## config.mk

```make
export PLATFORM = sky130hd
export DESIGN_NAME = short_frame_crc16_receiver_top
export DESIGN_NICKNAME = d
export VERILOG_FILES = /design/src/rtl/sfcr_pkg.sv /design/src/rtl/sfcr_in_stage.sv /design/src/rtl/sfcr_frame_check.sv /design/src/rtl/short_frame_crc16_receiver_top.sv
export SDC_FILE = /design/constraint.sdc
export NUM_CORES = 1
export LEC_CHECK = 0
export BUFFER_PORTS_ARGS = -buffer_cell sky130_fd_sc_hd__buf_2
export CORE_MARGIN = 2
export CORE_UTILIZATION = 59
export DETAILED_ROUTE_END_ITERATION = 12
export GPL_TIMING_DRIVEN = 0
export HOLD_SLACK_MARGIN = 0.05
export PLACE_DENSITY = 0.8
export SLEW_MARGIN = 25
export SYNTH_ARGS = -nofsm -noshare
export SYNTH_HDL_FRONTEND = slang
export SYNTH_SLANG_ARGS = --single-unit
```

## constraint.sdc

```tcl
create_clock -name clock -period 3.2 [get_ports clock]
set_input_delay 0.16 -clock clock [delete_from_list [all_inputs] [get_ports clock]]
set_output_delay 0.16 -clock clock [all_outputs]
set_load 0.02 [all_outputs]
```

## src/rtl/sfcr_pkg.sv

```systemverilog
// Package for the short-frame CRC-16 receiver: item types, codes and CRC step.
`default_nettype none

package sfcr_pkg;

   localparam int COUNT_W = 3;
   localparam logic [COUNT_W-1:0] COUNT_SAT = 3'd6;
   localparam int FRAME_DEPTH = 5;

   localparam logic [15:0] CRC_INIT = 16'hFFFF;
   localparam logic [15:0] CRC_POLY = 16'hA001;

   typedef enum logic [1:0] {
      STATUS_OK      = 2'd0,
      STATUS_BAD_LEN = 2'd1,
      STATUS_CRC_ERR = 2'd2
   } status_type;

   typedef struct packed {
      logic [7:0] rx_byte;
      logic       burst_end;
   } req_data_type;

   typedef struct packed {
      status_type  status;
      logic [7:0]  device_id;
      logic [7:0]  function_code;
      logic [7:0]  argument;
      logic [15:0] received_crc;
   } rsp_data_type;

   // Input stage to frame checker
   typedef struct packed {
      logic         valid;
      req_data_type data;
   } item_type;

   // One byte of CRC-16/MODBUS, reflected, LSB first
   function automatic logic [15:0] crc_byte(input logic [15:0] crc, input logic [7:0] b);
      logic [15:0] c;
      c = crc ^ {8'h00, b};
      for (int k = 0; k < 8; k++) begin
         c = c[0] ? ((c >> 1) ^ CRC_POLY) : (c >> 1);
      end
      return c;
   endfunction

endpackage

`default_nettype wire

```

## src/rtl/sfcr_in_stage.sv

```systemverilog
// Input register stage of the short-frame CRC-16 receiver.
`default_nettype none

module sfcr_in_stage (
   input  wire logic                  clock,
   input  wire logic                  reset,
   input  wire logic                  req_valid,
   output logic                       req_stall,
   input  wire sfcr_pkg::req_data_type req_data,
   input  wire logic                  advance,
   output sfcr_pkg::item_type         item
);

   logic                   valid_ff, valid_in;
   sfcr_pkg::req_data_type data_ff, data_in;
   logic                   accept;

   // Holds only while its item cannot move on to the checker
   assign req_stall = valid_ff && !advance;
   assign accept    = req_valid && !req_stall;

   always_comb begin
      valid_in = valid_ff;
      data_in  = data_ff;
      if (accept) begin
         valid_in = 1'b1;
         data_in  = req_data;
      end else if (advance) begin
         valid_in = 1'b0;
      end
   end

   always_ff @(posedge clock) begin
      if (reset) begin
         valid_ff <= 1'b0;
      end else begin
         valid_ff <= valid_in;
      end
      data_ff <= data_in;
   end

   assign item.valid = valid_ff;
   assign item.data  = data_ff;

endmodule

`default_nettype wire

```

## src/rtl/sfcr_frame_check.sv

```systemverilog
// Frame state, CRC update and result register of the short-frame CRC-16 receiver.
`default_nettype none

module sfcr_frame_check (
   input  wire logic               clock,
   input  wire logic               reset,
   input  wire sfcr_pkg::item_type item,
   output logic                    advance,
   output logic                    rsp_valid,
   input  wire logic               rsp_stall,
   output sfcr_pkg::rsp_data_type  rsp_data
);

   logic [sfcr_pkg::COUNT_W-1:0] count_ff, count_in, count_inc;
   logic [7:0]  frame_ff [sfcr_pkg::FRAME_DEPTH];
   logic [7:0]  frame_in [sfcr_pkg::FRAME_DEPTH];
   logic [15:0] crc_run_ff, crc_run_in;
   logic [15:0] crc_two_ff, crc_two_in;
   logic [15:0] crc_three_ff, crc_three_in;
   logic        rsp_valid_ff, rsp_valid_in;
   sfcr_pkg::rsp_data_type rsp_data_ff, rsp_data_in;

   logic        step;
   logic        result;
   logic [15:0] crc_next;
   logic [15:0] calc;
   logic [15:0] recv;
   logic [7:0]  b;

   // Pipeline moves unless a result sits unaccepted
   assign advance = !(rsp_valid_ff && rsp_stall);
   assign step    = item.valid && advance;
   assign b       = item.data.rx_byte;

   assign crc_next  = sfcr_pkg::crc_byte(crc_run_ff, b);
   assign count_inc = (count_ff < sfcr_pkg::COUNT_SAT) ? count_ff + 1'b1 : count_ff;

   always_comb begin
      count_in     = count_ff;
      crc_run_in   = crc_run_ff;
      crc_two_in   = crc_two_ff;
      crc_three_in = crc_three_ff;
      for (int i = 0; i < sfcr_pkg::FRAME_DEPTH; i++) begin
         frame_in[i] = frame_ff[i];
      end
      result       = 1'b0;
      calc         = crc_two_ff;
      recv         = 16'h0000;
      rsp_valid_in = rsp_valid_ff;
      rsp_data_in  = rsp_data_ff;

      if (step) begin
         for (int i = 0; i < sfcr_pkg::FRAME_DEPTH; i++) begin
            if (count_ff == i[sfcr_pkg::COUNT_W-1:0]) begin
               frame_in[i] = b;
            end
         end
         if (count_ff < 3'd3) begin
            crc_run_in = crc_next;
            if (count_ff == 3'd1) begin
               crc_two_in = crc_next;
            end else if (count_ff == 3'd2) begin
               crc_three_in = crc_next;
            end
         end
         count_in = count_inc;

         result = item.data.burst_end && (count_inc >= 3'd4);

         if (count_inc == 3'd4) begin
            calc = crc_two_ff;
            recv = {frame_in[3], frame_in[2]};
         end else begin
            calc = crc_three_ff;
            recv = {frame_in[4], frame_in[3]};
         end

         if (count_inc == sfcr_pkg::COUNT_SAT) begin
            rsp_data_in = '0;
            rsp_data_in.status = sfcr_pkg::STATUS_BAD_LEN;
         end else begin
            rsp_data_in.status        = (calc == recv) ? sfcr_pkg::STATUS_OK
                                                       : sfcr_pkg::STATUS_CRC_ERR;
            rsp_data_in.device_id     = frame_in[0];
            rsp_data_in.function_code = frame_in[1];
            rsp_data_in.argument      = (count_inc == 3'd5) ? frame_in[2] : 8'h00;
            rsp_data_in.received_crc  = recv;
         end

         if (result) begin
            count_in     = '0;
            crc_run_in   = sfcr_pkg::CRC_INIT;
            crc_two_in   = sfcr_pkg::CRC_INIT;
            crc_three_in = sfcr_pkg::CRC_INIT;
         end
      end

      if (advance) begin
         rsp_valid_in = result;
      end
      if (!(advance && result)) begin
         rsp_data_in = rsp_data_ff;
      end
   end

   always_ff @(posedge clock) begin
      if (reset) begin
         count_ff     <= '0;
         crc_run_ff   <= sfcr_pkg::CRC_INIT;
         crc_two_ff   <= sfcr_pkg::CRC_INIT;
         crc_three_ff <= sfcr_pkg::CRC_INIT;
         rsp_valid_ff <= 1'b0;
      end else begin
         count_ff     <= count_in;
         crc_run_ff   <= crc_run_in;
         crc_two_ff   <= crc_two_in;
         crc_three_ff <= crc_three_in;
         rsp_valid_ff <= rsp_valid_in;
      end
      for (int i = 0; i < sfcr_pkg::FRAME_DEPTH; i++) begin
         frame_ff[i] <= frame_in[i];
      end
      rsp_data_ff <= rsp_data_in;
   end

   assign rsp_valid = rsp_valid_ff;
   assign rsp_data  = rsp_data_ff;

   a_count_sat : assert property (@(posedge clock) disable iff (reset)
      count_ff <= sfcr_pkg::COUNT_SAT)
      else $error("byte count above saturation");

   a_clear_after_result : assert property (@(posedge clock) disable iff (reset)
      step && result |=> count_ff == '0 && crc_run_ff == sfcr_pkg::CRC_INIT)
      else $error("frame state not cleared after result");

   a_two_untouched : assert property (@(posedge clock) disable iff (reset)
      count_ff < 3'd2 |-> crc_two_ff == sfcr_pkg::CRC_INIT)
      else $error("two-byte CRC snapshot taken early");

   a_three_untouched : assert property (@(posedge clock) disable iff (reset)
      count_ff < 3'd3 |-> crc_three_ff == sfcr_pkg::CRC_INIT)
      else $error("three-byte CRC snapshot taken early");

   a_bad_len_zero : assert property (@(posedge clock) disable iff (reset)
      rsp_valid_ff && rsp_data_ff.status == sfcr_pkg::STATUS_BAD_LEN
      |-> rsp_data_ff.device_id == 8'h00 && rsp_data_ff.received_crc == 16'h0000)
      else $error("bad-length result carries frame fields");

endmodule

`default_nettype wire

```

## src/rtl/short_frame_crc16_receiver_top.sv

```systemverilog
// Usage: short-frame CRC-16 receiver top level.
// Input channel (req_*): one received byte per item with a burst-end flag.
// Bytes collect across bursts; at a burst end with four or five bytes
// the frame is checked against its little-endian CRC-16/MODBUS trailer,
// with six or more it is dropped as bad length, with fewer it waits.
// Result channel (rsp_*): one item per evaluated frame with status,
// device id, function code, argument (zero for four-byte frames) and
// received CRC. Bad-length results carry zero fields.
// A result is registered: the byte that ends the frame passes the input
// register, then the checker into the result register. Throughput: one byte
// per cycle unless a result stalls; the CRC byte step is one registered pass.
// Reset clears the byte count and CRC state; no frame is in progress.
// While rsp_stall holds a result, the checker halts and req_stall rises
// once the input register is full; nothing is dropped.
`default_nettype none

module short_frame_crc16_receiver_top (
   input  wire logic                   clock,
   input  wire logic                   reset,
   input  wire logic                   req_valid,
   output logic                        req_stall,
   input  wire sfcr_pkg::req_data_type req_data,
   output logic                        rsp_valid,
   input  wire logic                   rsp_stall,
   output sfcr_pkg::rsp_data_type      rsp_data
);

   sfcr_pkg::item_type item;
   logic               advance;

   sfcr_in_stage u_in_stage (
      .clock     (clock),
      .reset     (reset),
      .req_valid (req_valid),
      .req_stall (req_stall),
      .req_data  (req_data),
      .advance   (advance),
      .item      (item)
   );

   sfcr_frame_check u_frame_check (
      .clock     (clock),
      .reset     (reset),
      .item      (item),
      .advance   (advance),
      .rsp_valid (rsp_valid),
      .rsp_stall (rsp_stall),
      .rsp_data  (rsp_data)
   );

endmodule

`default_nettype wire
```

==> impl_metrics.env, run 1 <==
export IMPL_slowest_stage="dfxtp_1"
export IMPL_fmax_mhz=335
export IMPL_io_pins=57
export IMPL_ys_types=45
export IMPL_reg2regPathDepth=8
export IMPL_crit_chain="ha_1, ha_1, a21oi_1, nor3b_1, clkbuf_2, clkbuf_1, nor2_1, a211oi_1"
export IMPL_fin_crit_sh_pct=93.4
export IMPL_dp_slack_ns=-0.0863
export IMPL_cap_violations=0
export IMPL_dp_hpwl_microns=9770
export IMPL_synth_edff_count=91
export IMPL_first_global_vias=4275
export IMPL_nets=634
export IMPL_cts_tree="yes"
export IMPL_crit_reg2reg_launch="u_frame_check.count_ff[1]"
export IMPL_synthArstFlopShare_pct=0
export IMPL_postCtsSetupBuffers=0
export IMPL_clkSinkCount=144
export IMPL_grt_max_degree=44
export IMPL_ys_ff_latch=144
export IMPL_die_area_sq_um=11700
export IMPL_clockBufferDepth=2
export IMPL_final_max_slew_viol_count=0
export IMPL_cp_arrival_ns=3.34
export IMPL_worstHoldStart="req_data[8]"
export IMPL_cp_required_ns=3.55
export IMPL_cts_clk_slew_worst_paths_ns=0.06
export IMPL_grt_usage_pct=26.4
export IMPL_endpoint_kind="flop"
export IMPL_ys_warn_count=0
export IMPL_syn_inst=528
export IMPL_synth_nets=547
export IMPL_postSynthAreaPerCell_sq_um=12.1
export IMPL_gp_congestion=0.932
export IMPL_drc=0
export IMPL_max_stage_delay_ns=0.51
export IMPL_outcome="completed"
export IMPL_clock_skew_ns=0.00711
export IMPL_cts_root_buf="clkbuf_8"
export IMPL_critical_path_class="flop to flop"
export IMPL_drtIter0Drc=317
export IMPL_cp_common_cell="ha_1"
export IMPL_hold_path_end="u_in_stage.item[8]"
export IMPL_hold_class="input port to flop"
export IMPL_cp_start_kind="flop"
export IMPL_clk_latency_ns=0.53
export IMPL_rsz0062_at_grt="no"
export IMPL_synth_ff_type="edfxtp_1"
export IMPL_initial_core_util_pct=61.3
export IMPL_num_rows=37
export IMPL_synthesis_area_sq_um=6380
export IMPL_cts_made_buffers=17
export IMPL_hold_viol=0
export IMPL_postRouteAntennaNets=0
export IMPL_antenna_found_initial=0
export IMPL_worstMarginPinSlew_ns=0.971
export IMPL_ir_worst_vdd_v=0.000408
export IMPL_wl_per_cell_microns=19.0
export IMPL_grt_pass1_wl_microns=22600
export IMPL_period_minus_slack_ns=2.99
export IMPL_fin_tns_setup_ns=0
export IMPL_routed_via_count=4455
export IMPL_h_tree_depth=4
export IMPL_final_cell_area_sq_um=7630
export IMPL_drive_above_1_share_pct=19.9
export IMPL_worst_path_max_fanout=10
export IMPL_p_leak_nw=2.94
export IMPL_relSlewSlack_pct=34.9
export IMPL_dieHeight_microns=108
export IMPL_die_w_microns=108
export IMPL_setup_viol=0
export IMPL_ff2ff_setup_slack_ns=0.21
export IMPL_timing_final_ws_setup_ns=0.212
export IMPL_syn2layout_area_growth_pct=19.5
export IMPL_dpl_instance_area_sq_um=6870
export IMPL_worstReg2RegEnd="u_frame_check.rsp_data[7]"
export IMPL_routed_wl_microns=14500
export IMPL_ys_seq_area_share_pct=59.4
export IMPL_gr_total_overflow=0
export IMPL_design_core_area_sq_um=10400
export IMPL_dr_pass1_iters=5
export IMPL_antenna_diode_count=0
export IMPL_port_buffers=55
export IMPL_power_per_cell_area_nw_per_um2=628
export IMPL_worstHoldPathCells=2
export IMPL_vias_per_cell=5.83
[critical path, delay by kind of cell, from the launching register on]
kind / cells / cell delay [ns]
buf+inv: 2 / 0.74
fa+ha+maj: 2 / 0.57
simple gates: 2 / 0.54
flops: 1 / 0.51
compound gates: 2 / 0.45
[stage by stage]
| step | total power [mW] | util, % | std cells | hold slack, ns |
|---|---|---|---|---|
| 4_1_cts | 4.78 | 73.2 | 765 | 0.323 |
| 3_5_place_dp | 2.66 | 66.0 | 721 | 0.338 |
| 3_3_place_gp | 2.64 | 65.6 | 719 | 0.336 |
| 6_report | 4.79 | 73.2 | 764 | 0.348 |
| 5_1_grt | 4.93 | 73.2 | 764 | 0.333 |
| 2_1_floorplan | 2.52 | - | 528 | 0.259 |
[report_power, final]
part / leakage [nW] / switching, mW / total [mW] / internal, mW
Sequential: 1.25 / 0.0676 / 2.11 / 2.05
Clock: 0.306 / 0.732 / 2.14 / 1.41
Combinational: 1.38 / 0.277 / 0.529 / 0.253
[per-layer routing]
metal,track usage [%],part of all wire (%),vias up
met5,0,0,-
met4,13.0,3.6,0
met3,5.61,7.7,42
met2,40.7,46,220
met1,35.7,42,2122
li1,-,-,2071
[cells by family after synthesis]
| family | after synthesis | share of synthesized area (%) |
|---|---|---|
| buf+inv | 43 | 2.61 |
| compound gates | 83 | 8.80 |
| flops | 144 | 59.4 |
| fa+ha+maj | 6 | 1.18 |
| simple gates | 155 | 12.1 |
| xor+xnor | 53 | 8.53 |
| mux | 44 | 7.37 |
[area by class of cell]
cell class / count / area (sq um)
flip-flops and latches: 144 / 3790
repair buffers: 69 / 435
clock buffers: 19 / 422
inverters: 22 / 83.8
multi-input cells: 341 / 2420
well taps: 136 / 170
clock inverters: 13 / 216
fillers: 701 / 2790
plain buffers: 20 / 81.3
[placed cells by master (no fill, tap or decap), types with 3 or more instances in the layout]
cell | Yosys | layout
edfxtp_1 | 91 | 91
buf_2 | 4 | 59
dfxtp_1 | 53 | 53
nor2_1 | 49 | 49
nand2b_1 | 31 | 31
xor2_1 | 27 | 27
nand2_1 | 24 | 24
mux2_2 | 24 | 24
o22ai_1 | 22 | 22
mux2i_1 | 20 | 20
inv_1 | 20 | 19
xnor2_1 | 18 | 18
a211oi_1 | 18 | 18
nor2b_1 | 17 | 17
clkbuf_1 | 17 | 17
clkbuf_16 | 0 | 16
nor3_1 | 14 | 14
o21bai_1 | 14 | 14
dlygate4sd3_1 | 0 | 12
o21ai_0 | 8 | 8
nand3_1 | 7 | 7
a21oi_1 | 6 | 6
ha_1 | 6 | 6
bufinv_16 | 0 | 6
clkinv_1 | 2 | 4
xnor2_2 | 3 | 3
nand3b_1 | 3 | 3
nand4_1 | 3 | 3
[worst max-delay path by stage]
stage	from	end	slack [ns]	depth (start not counted)
after floorplan	u_frame_check.rsp_valid	u_frame_check.crc_two_ff[10]	0.20	7
after global placement	u_frame_check.rsp_valid	u_frame_check.crc_two_ff[6]	-0.54	7
after detailed placement	u_frame_check.count_ff[2]	u_frame_check.rsp_data[41]	-0.09	9
after CTS	u_frame_check.count_ff[2]	u_frame_check.rsp_data[7]	0.03	9
after global routing	u_frame_check.count_ff[1]	u_frame_check.crc_three_ff[3]	0.03	10
final	u_frame_check.count_ff[1]	u_frame_check.rsp_data[7]	0.21	8
[timing repair]
action,in CTS,in global routing
gates cloned,0,0
setup endpoints to repair,9,61
endpoints found under the hold margin,12,0
hold buffers,12,0
gates resized for setup,1,1
[cells in the mapped netlist (2+ instances only)]
library cell | number | area, sq um
xor2_1 | 27 | 236
xnor2_1 | 18 | 158
o21ai_0 | 8 | 40.0
mux2i_1 | 20 | 200
o22ai_1 | 22 | 138
a21oi_1 | 6 | 30.0
ha_1 | 6 | 75.1
o21ai_1 | 2 | 10.0
o211ai_1 | 2 | 15.0
nand2b_1 | 31 | 194
xnor3_1 | 2 | 45.0
a211oi_1 | 18 | 135
nor3_1 | 14 | 70.1
inv_1 | 20 | 75.1
o21bai_1 | 14 | 105
nor4_1 | 2 | 12.5
clkbuf_1 | 17 | 63.8
nor2b_1 | 17 | 106
mux2_2 | 24 | 270
nor2_1 | 49 | 184
o32ai_1 | 2 | 17.5
nand2_1 | 24 | 90.1
clkinv_1 | 2 | 7.51
buf_2 | 4 | 20.0
nand3_1 | 7 | 35.0
xnor2_2 | 3 | 48.8
xor2_2 | 2 | 32.5
o2111ai_1 | 2 | 17.5
nand4_1 | 3 | 18.8
nand3b_1 | 3 | 22.5
edfxtp_1 | 91 | 2730
dfxtp_1 | 53 | 1060
[state kept, by name, indices dropped and copies added, names as in the netlist, 3 cells and up]
name and cells:
u_frame_check.crc_three_ff 16, u_frame_check.crc_run_ff 16, u_frame_check.count_ff 3, u_frame_check.frame_ff 40, u_in_stage.item 9, u_frame_check.crc_two_ff 16, u_frame_check.rsp_data 42
(Power assumes the default switching activity.)
==> run 2: changes to the inputs <==
==> constraint.sdc (replaced) <==
create_clock -name clock -period 3.2 [get_ports clock]
set_input_delay 0.32 -clock clock [delete_from_list [all_inputs] [get_ports clock]]
set_output_delay 0.32 -clock clock [all_outputs]
set_load 0.02 [all_outputs]
==> impl_metrics.env, run 2 (synthesis gave the netlist of run 1 again) <==
export IMPL_outcome="completed"
export IMPL_timing_final_ws_setup_ns=0.231
export IMPL_hold_class="input port to flop"
export IMPL_crit_reg2reg_launch="u_frame_check.count_ff[1]"
export IMPL_io_pins=57
export IMPL_hold_path_end="u_frame_check.rsp_valid"
export IMPL_regArea_sq_um=3790
export IMPL_dp_slack_ns=-0.0863
export IMPL_fin_tns_setup_ns=0
export IMPL_num_rows=37
export IMPL_fin_util_pct=73.0
export IMPL_first_global_vias=4263
export IMPL_design_core_area_sq_um=10400
export IMPL_p_leak_nw=2.93
export IMPL_clock_skew_ns=0.00809
export IMPL_worstReg2RegEnd="u_frame_check.rsp_data[7]"
export IMPL_largest_register_ffs=42
export IMPL_ff2ff_setup_slack_ns=0.23
export IMPL_drtIter0Drc=314
export IMPL_grt_usage_pct=26.3
export IMPL_vias_per_cell=5.78
export IMPL_gr_total_overflow=0
export IMPL_fin_crit_sh_pct=92.8
export IMPL_antenna_found_initial=0
export IMPL_hold_viol=0
export IMPL_antenna_diode_count=0
export IMPL_place_inst=721
export IMPL_initial_core_util_pct=61.3
export IMPL_cp_arrival_ns=3.32
export IMPL_ir_worst_vdd_v=0.000406
export IMPL_cts_made_buffers=17
export IMPL_drc=0
export IMPL_worstHoldPathCells=3
export IMPL_rsz0062_at_grt="no"
export IMPL_postCtsSetupBuffers=0
export IMPL_dp_hpwl_microns=9770
export IMPL_clkSinkCount=144
export IMPL_dr_pass1_iters=5
export IMPL_mostFrequentLayoutCells="91 x edfxtp_1, 59 x buf_2, 53 x dfxtp_1"
export IMPL_p_total_mw=4.79
export IMPL_routed_via_count=4408
export IMPL_setup_viol=0
export IMPL_clk_latency_ns=0.53
export IMPL_endpoint_kind="flop"
export IMPL_postRouteAntennaNets=0
export IMPL_die_w_microns=108
export IMPL_nets=632
export IMPL_dieHeight_microns=108
export IMPL_period_minus_slack_ns=2.97
export IMPL_cp_required_ns=3.55
export IMPL_grt_pass1_wl_microns=22500
export IMPL_routed_wl_microns=14400
export IMPL_worst_path_max_fanout=10
export IMPL_die_area_sq_um=11700
export IMPL_nFillCells=703
export IMPL_power_per_cell_area_nw_per_um2=629
export IMPL_relSlewSlack_pct=33.0
export IMPL_gp_congestion=0.932
export IMPL_final_cells=762
export IMPL_cts_tree="yes"
export IMPL_fmax_mhz=337
export IMPL_clockBufferDepth=2
export IMPL_wl_per_cell_microns=18.9
export IMPL_reg2regPathDepth=8
export IMPL_worstHoldStart="rsp_stall"
export IMPL_syn2layout_area_growth_pct=19.1
export IMPL_critical_path_class="flop to flop"
export IMPL_cap_violations=0
export IMPL_multi_input_area_sq_um=2420
export IMPL_final_max_slew_viol_count=0
export IMPL_port_buffers=55
export IMPL_grt_max_degree=44
export IMPL_worstMarginPinSlew_ns=0.999
export IMPL_drive_above_1_share_pct=20.0
export IMPL_cp_start_kind="flop"
export IMPL_layout_commonest_cell="edfxtp_1"
export IMPL_h_tree_depth=4
export IMPL_cts_root_buf="clkbuf_8"
export IMPL_cts_clk_slew_worst_paths_ns=0.06
[run 2: metrics by stage]
step / hold WS, ns / area, sq um
final: 0.0705 / 7610
after global routing: 0.0710 / 7610
after CTS: 0.0650 / 7610
after detailed placement: 0.484 / 6870
after global placement: 0.478 / 6830
after floorplan: 0.419 / 6380
[run 2: area by class of cell]
class / count / share of cell area [%]
inverter: 22 / 1.10
multi-input combinational: 341 / 31.9
clock buffer: 19 / 5.54
timing repair buffer: 67 / 5.46
clock inverter: 13 / 2.85
tap: 136 / 2.24
sequential: 144 / 49.9
buffer: 20 / 1.07
[run 2: worst max path at each step]
stage / start / slack, ns / to / depth (start not counted)
2_1_floorplan: u_frame_check.rsp_valid / 0.20 / u_frame_check.crc_two_ff[10] / 7
3_3_place_gp: rsp_stall / -0.62 / u_frame_check.crc_two_ff[6] / 8
3_5_place_dp: u_frame_check.count_ff[2] / -0.09 / u_frame_check.rsp_data[41] / 9
4_1_cts: u_frame_check.count_ff[2] / 0.03 / u_frame_check.rsp_data[7] / 9
5_1_grt: u_frame_check.count_ff[1] / 0.03 / u_frame_check.crc_three_ff[3] / 10
6_report: u_frame_check.count_ff[1] / 0.23 / u_frame_check.rsp_data[7] / 8
[run 2: what timing repair did]
item	CTS	global route
hold buffers	10	0
gates resized for setup	1	1
endpoints found under the hold margin	10	0
setup endpoints to repair	9	61
[run 2: where the power goes]
group / internal, mW / switching [mW]
sequential: 2.05 / 0.0673
combinational: 0.251 / 0.275
clock: 1.41 / 0.733
total: 3.71 / 1.08
[run 2: metal layers]
| metal | GRT usage (%) | up-vias | wire length [microns] |
|---|---|---|---|
| li1 | - | 2064 | - |
| met1 | 35.5 | 2103 | 6020 |
| met2 | 40.6 | 198 | 6740 |
| met3 | 5.61 | 43 | 1100 |
| met4 | 13.0 | 0 | 529 |
| met5 | 0 | - | 0 |
[run 2: critical path, stage by stage, from the launching register on]
cell      delay, ns
dfxtp_1        0.50
ha_1           0.26
ha_1           0.31
a21oi_1        0.21
nor3b_1        0.43
clkbuf_2       0.33
clkbuf_1       0.40
nor2_1         0.10
a211oi_1       0.24
